$ cat src/rtl/tshq_pkg.sv
// Shared widths and small helpers for the triangle surface height query block.
// Depends on nothing; used by triangle_surface_height_query.
package tshq_pkg;

  localparam int CW  = 32;           // coordinate width
  localparam int DW  = CW + 1;       // coordinate difference width
  localparam int NW  = 2 * DW + 1;   // normal component / edge value width
  localparam int AW  = NW + DW + 2;  // accumulator and dividend width
  localparam int RW  = NW + 1;       // divider remainder width
  localparam int BDW = CW + 2;       // best distance width
  localparam int CNTW = $clog2(AW);

  // Input transaction opcodes.
  localparam logic OP_BEGIN  = 1'b0;
  localparam logic OP_VERTEX = 1'b1;

  // Difference of two coordinates, exact.
  function automatic logic [DW-1:0] sdiff(input logic [CW-1:0] p, input logic [CW-1:0] q);
    return {p[CW-1], p} - {q[CW-1], q};
  endfunction

  // Sign-extend a difference to the normal width.
  function automatic logic [NW-1:0] sx_nw(input logic [DW-1:0] d);
    return {{(NW - DW){d[DW-1]}}, d};
  endfunction

endpackage

$ cat src/rtl/triangle_surface_height_query.sv
// Top level of the triangle surface height query block.
// Depends on tshq_pkg; contains the sequencer and its shared multiply/divide datapath.
//
//  channel | direction | handshake            | payload
//  in      | input     | in_valid / in_ready  | opcode, query, reference, mode, vertex, last
//  out     | output    | out_valid / out_ready| answered, found, surface_z
//  cfg     | input     | cfg_wr_en            | enable bit
//
// Begin items and the first two vertices are only stored; one marked last closes the search.
// The third vertex runs up to fourteen bit-serial multiply-accumulates through one shared
// 102-bit adder and a 102-step restoring divide; it stops early when the point is outside
// and skips the divide for a triangle flat in XY.
// Reset is synchronous and active low. The input is not ready while a triangle is
// evaluated, and a second result stalls until the first one in the output register is taken.
module triangle_surface_height_query (
  input  logic                   clk,
  input  logic                   rst_n,
  input  logic                   in_valid,
  output logic                   in_ready,
  input  logic                   in_opcode,
  input  logic [tshq_pkg::CW-1:0] in_query_x,
  input  logic [tshq_pkg::CW-1:0] in_query_y,
  input  logic [tshq_pkg::CW-1:0] in_ref_height,
  input  logic                   in_closest_mode,
  input  logic [tshq_pkg::CW-1:0] in_vertex_x,
  input  logic [tshq_pkg::CW-1:0] in_vertex_y,
  input  logic [tshq_pkg::CW-1:0] in_vertex_z,
  input  logic                   in_last_item,
  output logic                   out_valid,
  input  logic                   out_ready,
  output logic                   out_answered,
  output logic                   out_found,
  output logic [tshq_pkg::CW-1:0] out_surface_z,
  input  logic                   cfg_wr_en,
  input  logic                   cfg_wr_data
);

  localparam int CW  = tshq_pkg::CW;
  localparam int DW  = tshq_pkg::DW;
  localparam int NW  = tshq_pkg::NW;
  localparam int AW  = tshq_pkg::AW;
  localparam int RW  = tshq_pkg::RW;
  localparam int BDW = tshq_pkg::BDW;
  localparam int CNTW = tshq_pkg::CNTW;

  typedef enum logic [3:0] {
    S_IDLE, S_MUL_LOAD, S_MUL_RUN, S_MUL_POST, S_DIV_PREP, S_DIV_RUN,
    S_DIV_FIX, S_Z_ADD, S_CLAMP, S_DIST, S_UPDATE, S_EMIT
  } state_t;

  typedef enum logic [3:0] {
    M_E0A, M_E0B, M_E1A, M_E1B, M_E2A, M_E2B, M_NZA, M_NZB,
    M_NXA, M_NXB, M_NYA, M_NYB, M_NUMA, M_NUMB
  } mop_t;

  state_t state_r;
  mop_t   op_r;

  logic          enable_r;
  logic [CW-1:0] qx_r, qy_r, ref_r;
  logic          mode_r;
  logic [1:0]    phase_r;
  logic [CW-1:0] ax_r, ay_r, az_r, bx_r, by_r, bz_r, cx_r, cy_r, cz_r;
  logic [CW-1:0] zmin_r, zmax_r, z_r;
  logic [CW-1:0] best_h_r;
  logic [BDW-1:0] best_d_r;
  logic          hit_r, last_r;
  logic          eneg_r, epos_r;
  logic [NW-1:0] nz_r, nx_r, ny_r;
  logic [AW-1:0] acc_r, mc_r, dvd_r;
  logic [DW-1:0] mb_r;
  logic [NW-1:0] den_r;
  logic [RW-1:0] rem_r;
  logic          qneg_r;
  logic [CNTW-1:0] cnt_r;
  logic [DW-1:0] dist_r;

  // Operand selection for the current multiply-accumulate step.
  logic [NW-1:0] a_op;
  logic [DW-1:0] b_op;
  always_comb begin
    a_op = '0;
    b_op = '0;
    case (op_r)
      M_E0A: begin a_op = tshq_pkg::sx_nw(tshq_pkg::sdiff(bx_r, ax_r));
        b_op = tshq_pkg::sdiff(qy_r, ay_r); end
      M_E0B: begin a_op = tshq_pkg::sx_nw(tshq_pkg::sdiff(by_r, ay_r));
        b_op = tshq_pkg::sdiff(qx_r, ax_r); end
      M_E1A: begin a_op = tshq_pkg::sx_nw(tshq_pkg::sdiff(cx_r, bx_r));
        b_op = tshq_pkg::sdiff(qy_r, by_r); end
      M_E1B: begin a_op = tshq_pkg::sx_nw(tshq_pkg::sdiff(cy_r, by_r));
        b_op = tshq_pkg::sdiff(qx_r, bx_r); end
      M_E2A: begin a_op = tshq_pkg::sx_nw(tshq_pkg::sdiff(ax_r, cx_r));
        b_op = tshq_pkg::sdiff(qy_r, cy_r); end
      M_E2B: begin a_op = tshq_pkg::sx_nw(tshq_pkg::sdiff(ay_r, cy_r));
        b_op = tshq_pkg::sdiff(qx_r, cx_r); end
      M_NZA: begin a_op = tshq_pkg::sx_nw(tshq_pkg::sdiff(bx_r, ax_r));
        b_op = tshq_pkg::sdiff(cy_r, ay_r); end
      M_NZB: begin a_op = tshq_pkg::sx_nw(tshq_pkg::sdiff(by_r, ay_r));
        b_op = tshq_pkg::sdiff(cx_r, ax_r); end
      M_NXA: begin a_op = tshq_pkg::sx_nw(tshq_pkg::sdiff(by_r, ay_r));
        b_op = tshq_pkg::sdiff(cz_r, az_r); end
      M_NXB: begin a_op = tshq_pkg::sx_nw(tshq_pkg::sdiff(bz_r, az_r));
        b_op = tshq_pkg::sdiff(cy_r, ay_r); end
      M_NYA: begin a_op = tshq_pkg::sx_nw(tshq_pkg::sdiff(bz_r, az_r));
        b_op = tshq_pkg::sdiff(cx_r, ax_r); end
      M_NYB: begin a_op = tshq_pkg::sx_nw(tshq_pkg::sdiff(bx_r, ax_r));
        b_op = tshq_pkg::sdiff(cz_r, az_r); end
      M_NUMA: begin a_op = nx_r; b_op = tshq_pkg::sdiff(ax_r, qx_r); end
      M_NUMB: begin a_op = ny_r; b_op = tshq_pkg::sdiff(ay_r, qy_r); end
      default: begin a_op = '0; b_op = '0; end
    endcase
  end

  // Second product of each pair is subtracted, except for the numerator pair.
  logic op_neg, op_clr;
  assign op_neg = op_r[0] && (op_r != M_NUMB);
  assign op_clr = !op_r[0];

  // Shared adder of the multiply: the top multiplier bit carries negative weight.
  logic          mul_sub;
  logic [AW-1:0] mul_sum;
  assign mul_sub = op_neg ^ (cnt_r == CNTW'(DW - 1));
  assign mul_sum = acc_r + (mc_r ^ {AW{mul_sub}}) + AW'(mul_sub);

  // Divider compare and subtract.
  logic [RW-1:0] div_trial, div_diff;
  logic          div_ge;
  assign div_trial = {rem_r[RW-2:0], dvd_r[AW-1]};
  assign div_diff  = div_trial - {1'b0, den_r};
  assign div_ge    = !div_diff[RW-1];

  // Edge classification of the accumulator after each edge pair.
  logic acc_neg, acc_pos, eneg_nxt, epos_nxt;
  assign acc_neg  = acc_r[AW-1];
  assign acc_pos  = !acc_r[AW-1] && (acc_r != '0);
  assign eneg_nxt = eneg_r | acc_neg;
  assign epos_nxt = epos_r | acc_pos;

  // Z range of the triangle being accepted.
  logic [CW-1:0] zlo_ab, zhi_ab, zmin_new, zmax_new;
  assign zlo_ab   = ($signed(bz_r) < $signed(az_r)) ? bz_r : az_r;
  assign zhi_ab   = ($signed(bz_r) > $signed(az_r)) ? bz_r : az_r;
  assign zmin_new = ($signed(in_vertex_z) < $signed(zlo_ab)) ? in_vertex_z : zlo_ab;
  assign zmax_new = ($signed(in_vertex_z) > $signed(zhi_ab)) ? in_vertex_z : zhi_ab;

  logic [AW-1:0] zmin_ext, zmax_ext;
  assign zmin_ext = {{(AW - CW){zmin_r[CW-1]}}, zmin_r};
  assign zmax_ext = {{(AW - CW){zmax_r[CW-1]}}, zmax_r};

  logic [DW-1:0] zdiff;
  assign zdiff = tshq_pkg::sdiff(z_r, ref_r);

  logic in_fire, out_free;
  assign in_ready = (state_r == S_IDLE);
  assign in_fire  = in_valid && in_ready;
  assign out_free = !out_valid || out_ready;

  always_ff @(posedge clk) begin
    if (!rst_n) begin
      state_r   <= S_IDLE;
      op_r      <= M_E0A;
      enable_r  <= 1'b0;
      qx_r      <= '0;
      qy_r      <= '0;
      ref_r     <= '0;
      mode_r    <= 1'b0;
      phase_r   <= '0;
      best_h_r  <= '0;
      best_d_r  <= '1;
      hit_r     <= 1'b0;
      last_r    <= 1'b0;
      out_valid <= 1'b0;
    end else begin
      if (cfg_wr_en) begin
        enable_r <= cfg_wr_data;
      end
      if (out_valid && out_ready && !(state_r == S_EMIT && out_free)) begin
        out_valid <= 1'b0;
      end
      unique case (state_r)
        S_IDLE: begin
          if (in_fire) begin
            last_r <= in_last_item;
            if (in_opcode == tshq_pkg::OP_BEGIN) begin
              qx_r     <= in_query_x;
              qy_r     <= in_query_y;
              ref_r    <= in_ref_height;
              mode_r   <= in_closest_mode;
              phase_r  <= '0;
              best_h_r <= '0;
              best_d_r <= '1;
              hit_r    <= 1'b0;
              if (in_last_item) state_r <= S_EMIT;
            end else if (phase_r == 2'd0) begin
              ax_r    <= in_vertex_x;
              ay_r    <= in_vertex_y;
              az_r    <= in_vertex_z;
              phase_r <= 2'd1;
              if (in_last_item) state_r <= S_EMIT;
            end else if (phase_r == 2'd1) begin
              bx_r    <= in_vertex_x;
              by_r    <= in_vertex_y;
              bz_r    <= in_vertex_z;
              phase_r <= 2'd2;
              if (in_last_item) state_r <= S_EMIT;
            end else begin
              cx_r    <= in_vertex_x;
              cy_r    <= in_vertex_y;
              cz_r    <= in_vertex_z;
              zmin_r  <= zmin_new;
              zmax_r  <= zmax_new;
              phase_r <= '0;
              op_r    <= M_E0A;
              eneg_r  <= 1'b0;
              epos_r  <= 1'b0;
              state_r <= S_MUL_LOAD;
            end
          end
        end
        S_MUL_LOAD: begin
          mc_r  <= {{(AW - NW){a_op[NW-1]}}, a_op};
          mb_r  <= b_op;
          cnt_r <= '0;
          if (op_clr) acc_r <= '0;
          state_r <= S_MUL_RUN;
        end
        S_MUL_RUN: begin
          if (mb_r[0]) acc_r <= mul_sum;
          mc_r  <= {mc_r[AW-2:0], 1'b0};
          mb_r  <= {1'b0, mb_r[DW-1:1]};
          cnt_r <= cnt_r + 1'b1;
          if (cnt_r == CNTW'(DW - 1)) state_r <= S_MUL_POST;
        end
        S_MUL_POST: begin
          op_r <= mop_t'(op_r + 1'b1);
          case (op_r)
            M_E0B, M_E1B: begin
              eneg_r  <= eneg_nxt;
              epos_r  <= epos_nxt;
              state_r <= S_MUL_LOAD;
            end
            M_E2B: begin
              // Point outside when the edges disagree in sign.
              if (eneg_nxt && epos_nxt) begin
                state_r <= last_r ? S_EMIT : S_IDLE;
              end else begin
                state_r <= S_MUL_LOAD;
              end
            end
            M_NZB: begin
              nz_r    <= acc_r[NW-1:0];
              state_r <= S_MUL_LOAD;
            end
            M_NXB: begin
              nx_r    <= acc_r[NW-1:0];
              state_r <= S_MUL_LOAD;
            end
            M_NYB: begin
              ny_r <= acc_r[NW-1:0];
              if (nz_r == '0) begin
                z_r     <= zmin_r;
                state_r <= S_DIST;
              end else begin
                state_r <= S_MUL_LOAD;
              end
            end
            M_NUMB: state_r <= S_DIV_PREP;
            default: state_r <= S_MUL_LOAD;
          endcase
        end
        S_DIV_PREP: begin
          dvd_r  <= acc_r[AW-1] ? (~acc_r + 1'b1) : acc_r;
          den_r  <= nz_r[NW-1] ? (~nz_r + 1'b1) : nz_r;
          qneg_r <= acc_r[AW-1] ^ nz_r[NW-1];
          rem_r  <= '0;
          cnt_r  <= '0;
          state_r <= S_DIV_RUN;
        end
        S_DIV_RUN: begin
          rem_r <= div_ge ? div_diff : div_trial;
          dvd_r <= {dvd_r[AW-2:0], div_ge};
          cnt_r <= cnt_r + 1'b1;
          if (cnt_r == CNTW'(AW - 1)) state_r <= S_DIV_FIX;
        end
        S_DIV_FIX: begin
          acc_r   <= qneg_r ? (~dvd_r + 1'b1) : dvd_r;
          state_r <= S_Z_ADD;
        end
        S_Z_ADD: begin
          acc_r   <= acc_r + {{(AW - CW){az_r[CW-1]}}, az_r};
          state_r <= S_CLAMP;
        end
        S_CLAMP: begin
          if ($signed(acc_r) < $signed(zmin_ext)) z_r <= zmin_r;
          else if ($signed(acc_r) > $signed(zmax_ext)) z_r <= zmax_r;
          else z_r <= acc_r[CW-1:0];
          state_r <= S_DIST;
        end
        S_DIST: begin
          dist_r  <= zdiff[DW-1] ? (~zdiff + 1'b1) : zdiff;
          state_r <= S_UPDATE;
        end
        S_UPDATE: begin
          if (mode_r) begin
            if ({1'b0, dist_r} < best_d_r) begin
              best_d_r <= {1'b0, dist_r};
              best_h_r <= z_r;
              hit_r    <= 1'b1;
            end
          end else if (!hit_r || ($signed(z_r) < $signed(best_h_r))) begin
            best_h_r <= z_r;
            hit_r    <= 1'b1;
          end
          state_r <= last_r ? S_EMIT : S_IDLE;
        end
        S_EMIT: begin
          if (out_free) begin
            out_valid     <= 1'b1;
            out_answered  <= enable_r;
            out_found     <= enable_r && hit_r;
            out_surface_z <= (enable_r && hit_r) ? best_h_r : '0;
            phase_r  <= '0;
            best_h_r <= '0;
            best_d_r <= '1;
            hit_r    <= 1'b0;
            state_r  <= S_IDLE;
          end
        end
        default: state_r <= S_IDLE;
      endcase
    end
  end

endmodule
$ cat config.mk
export PLATFORM = sky130hd
export DESIGN_NAME = triangle_surface_height_query
export DESIGN_NICKNAME = d
export VERILOG_FILES = /design/src/rtl/tshq_pkg.sv /design/src/rtl/triangle_surface_height_query.sv
export SDC_FILE = /design/constraint.sdc
export NUM_CORES = 2
export LEC_CHECK = 0
export BUFFER_PORTS_ARGS = -buffer_cell sky130_fd_sc_hd__buf_2
export CAP_MARGIN = 10
export CORE_MARGIN = 5
export CORE_UTILIZATION = 50
export DETAILED_ROUTE_END_ITERATION = 10
export PLACE_DENSITY = 0.64
export SETUP_SLACK_MARGIN = 0.05
export SLEW_MARGIN = 20
export SYNTH_ARGS = -nofsm -noshare
export SYNTH_HDL_FRONTEND = slang
export SYNTH_SLANG_ARGS = --single-unit
$ cat constraint.sdc
create_clock -name clk -period 26.1 [get_ports clk]
set_clock_uncertainty 0.05 [all_clocks]
set_input_delay 5.22 -clock clk [delete_from_list [all_inputs] [get_ports clk]]
set_output_delay 5.22 -clock clk [all_outputs]
set_load 0.01 [all_outputs]
==> impl_metrics.toml <==
[sta]
fin_ws_ps = 17340
fin_tns_setup_ps = 0
rsz0062_at_grt = "no"
worst_pin_slew_ps = 1202
relSlewSlack_pct = 19.54
finalCritPeriodShare_pct = 33.56
hold_viol_final = 0
fmax_mhz = 114.2
setup_viol = 0
drv_slew = 0
fin_crit_ps = 8758

[cells_and_area]
final_util_pct = 55.08
final_nets = 13450
syn2layout_area_growth_pct = 9.539
drive_gt1_share_pct = 6.843
finalInstanceArea_um2 = 118300

[critical_path]
reg2reg_depth = 28
crit_fanout = 20
reg2reg_slack_ps = 17350
r2r_start = "az_r[1]$_DFFE_PP_"
arrival_ps = 9310
cp-start-kind = "input pin"
path_class = "input pin to flop"
end_kind = "flop"
reg2reg_to = "zmax_r[0]$_DFFE_PP_"
required_ps = 26650

[synthesis]
seq_area_frac_synth_pct = 34.83
yosys_warnings = 0
yosys_most_used_dff = "edfxtp_1"
postSynth.asyncResetShare_pct = 0
postSynthNetCount = 13350
synth_area_per_cell_um2 = 8.973
synth_edf_count = 1135
syn_inst = 12040
syn_area_um2 = 108000
synth-seq-cells = 1312
synth.distinct_cells = 93

[placed_design]
gp_congestion = 1.041
hpwl_um = 335600
post_dp_cell_area_um2 = 112700
place_ws_ps = 16590
port_buffers = 236

[drt]
drt_first_pass_iters = 6
drt_wl_total_um = 427000
wl_per_cell_um = 28.22
num_vias = 98410
first_iter_violations = 12370
ant_nets = 0
via_per_inst = 6.505
drc = 0

[cts]
htreeDepth = 4
cts_max_path_buffers = 3
clk_pin_slew_worst_paths_ps = 60
cts_tree = "yes"
cts_sinks = 1312
postCtsHoldBufs = 0
clk_latency_ps = 850
cts_root_buffer = "clkbuf_16"
cts_buffers = 162
postCtsSetupBuffers = 0
cts_resized = 0

[global_route]
grt_overflow = 0
grt_max_degree = 137
antenna_found_initial = 39
grtUsageTotal_pct = 36.56
grt_first_pass_wirelength_um = 614300
grt_pass1_vias = 92130

[floorplan]
start_util_pct = 50.28
fp.dieW_um = 474.8
die_height_um = 474.8
fp-row-count = 170
dieArea_um2 = 225400
ios = 237
placeableCoreArea_um2 = 214800

[status]
outcome = "finished clean"

[worst_hold_path]
holdPathEnd = "ref_r[15]$_SDFFE_PN0P_"
hp-start = "ref_r[15]$_SDFFE_PN0P_"
hold_depth = 2
hold_path_class = "flop to flop"

[pwr]
ir_drop_uv = 78.70
p_leak_nw = 48.07
pwr_density_cell_nw_per_um2 = 83.05

[flow_run]
drv_cap = 0
-- through the flow --
step | hold WS (ps) | power [mW] | cells
floorplan | 390.4 | 5.663 | 12040
global placement | 404.3 | 7.194 | 14810
detailed placement | 408.2 | 7.246 | 14810
CTS | 417.3 | 9.634 | 15110
global route | 440.0 | 10.23 | 15120
finish | 414.7 | 9.827 | 15130
-- synthesized netlist by cell type (19+ instances only) --
library cell,number,area share [%]
a311oi_1,19,0.15
edfxtp_1,1135,32
inv_1,755,2.6
or4_1,51,0.35
dfxtp_1,177,3.3
nor2_1,683,2.4
a31oi_1,95,0.55
o22ai_1,58,0.34
a2111oi_0,28,0.23
a22oi_1,104,0.72
o21bai_1,107,0.74
a21boi_0,126,0.88
o31ai_1,130,0.90
o221ai_1,65,0.53
nand3_1,166,0.77
or3_1,111,0.64
ha_1,1089,13
nor2b_1,158,0.92
o211ai_1,63,0.44
nand2b_1,159,0.92
or2_2,47,0.27
nor3b_1,23,0.16
and2_1,57,0.33
nor4_1,66,0.38
a211oi_1,101,0.70
and3_1,109,0.63
o21a_1,112,0.78
a21oi_1,1083,5.0
nand4_1,188,1.1
a221o_1,26,0.24
o41ai_1,59,0.48
xor2_1,478,3.9
mux2i_1,224,2.1
a221oi_1,109,0.88
o21ai_0,871,4.0
buf_1,48,0.17
xnor2_1,528,4.3
nor3_1,203,0.94
a41oi_1,21,0.17
a21o_1,460,3.2
a211o_1,27,0.22
nand2_1,1169,4.1
clkbuf_1,420,1.5
-- sequential cells by signal (all words and copies together) (netlist names), 33 cells and up --
name / flops
nz_r: 67
den_r: 67
rem_r: 67
ny_r: 67
mc_r: 102
dvd_r: 102
acc_r: 102
nx_r: 67
best_d_r: 34
mb_r: 33
dist_r: 33
-- where the power goes --
group | leakage, nW | switching, mW | internal [mW] | total [mW]
Sequential | 11.6 | 0.286 | 2.61 | 2.90
Combinational | 33.8 | 3.03 | 1.52 | 4.56
Clock | 2.69 | 1.01 | 1.37 | 2.38
Total | 48.1 | 4.33 | 5.50 | 9.83
-- per-layer routing --
layer	part of all wire [%]	up-vias	GRT usage, %
met4	4.6	6	14.54
met1	43	47330	52.60
met3	13	720	10.77
met2	40	5407	51.21
li1	-	44940	-
met5	0.0089	-	0
-- how the worst max path moves through the flow --
stage	from	endpoint	slack (ps)	cells past startpoint
final	in_vertex_z[27]	zmax_r[0]$_DFFE_PP_	17340	13
after global routing	az_r[1]$_DFFE_PP_	zmax_r[0]$_DFFE_PP_	16960	28
after CTS	az_r[1]$_DFFE_PP_	zmax_r[0]$_DFFE_PP_	17430	28
after detailed placement	in_vertex_z[27]	zmax_r[0]$_DFFE_PP_	16590	13
after global placement	in_vertex_z[9]	zmax_r[0]$_DFFE_PP_	16470	15
after floorplan	rst_n	cnt_r[0]$_SDFFCE_PP0P_	10410	3
-- cell families after synthesis --
logic type	share of synthesized area, %
flip-flops	34.83
XOR/XNOR	8.157
AO/OA/AOI/OAI	23.10
AND/OR/NAND/NOR	14.49
multiplexers	2.169
buffers and inverters	4.306
adder cells (fa/ha/maj)	12.95
-- worst max-delay path, stage by stage --
cell and delay, ps:
buf_2 150, ha_1 320, nand4_1 140, nor3_1 290
nand2_1 120, nor3_1 380, nand2_1 190, or3_1 430
nor2_1 190, nor4_1 110, a211oi_4 790, buf_4 530
mux2_2 390
-- cells in the final DEF (no fill, tap or decap), types with 224 or more instances in the layout --
cell and instances:
a21oi_1 1079, ha_1 1089, nor2_1 672, a21o_1 460, edfxtp_1 1135, nand2_1 1164
mux2i_1 224, buf_2 235, xor2_1 477, inv_1 752, o21ai_0 867, xnor2_1 527
-- layout make-up --
type,count,area (um2)
fill,19510,96500
multi-input combinational,9492,66110
sequential,1312,37630
clock buffer,195,4352
tap,2838,3551
inverter,755,2839
timing repair buffer,416,2547
clock inverter,106,1262
antenna,15,37.54
Note: power is estimated with default switching activity, not from simulation.
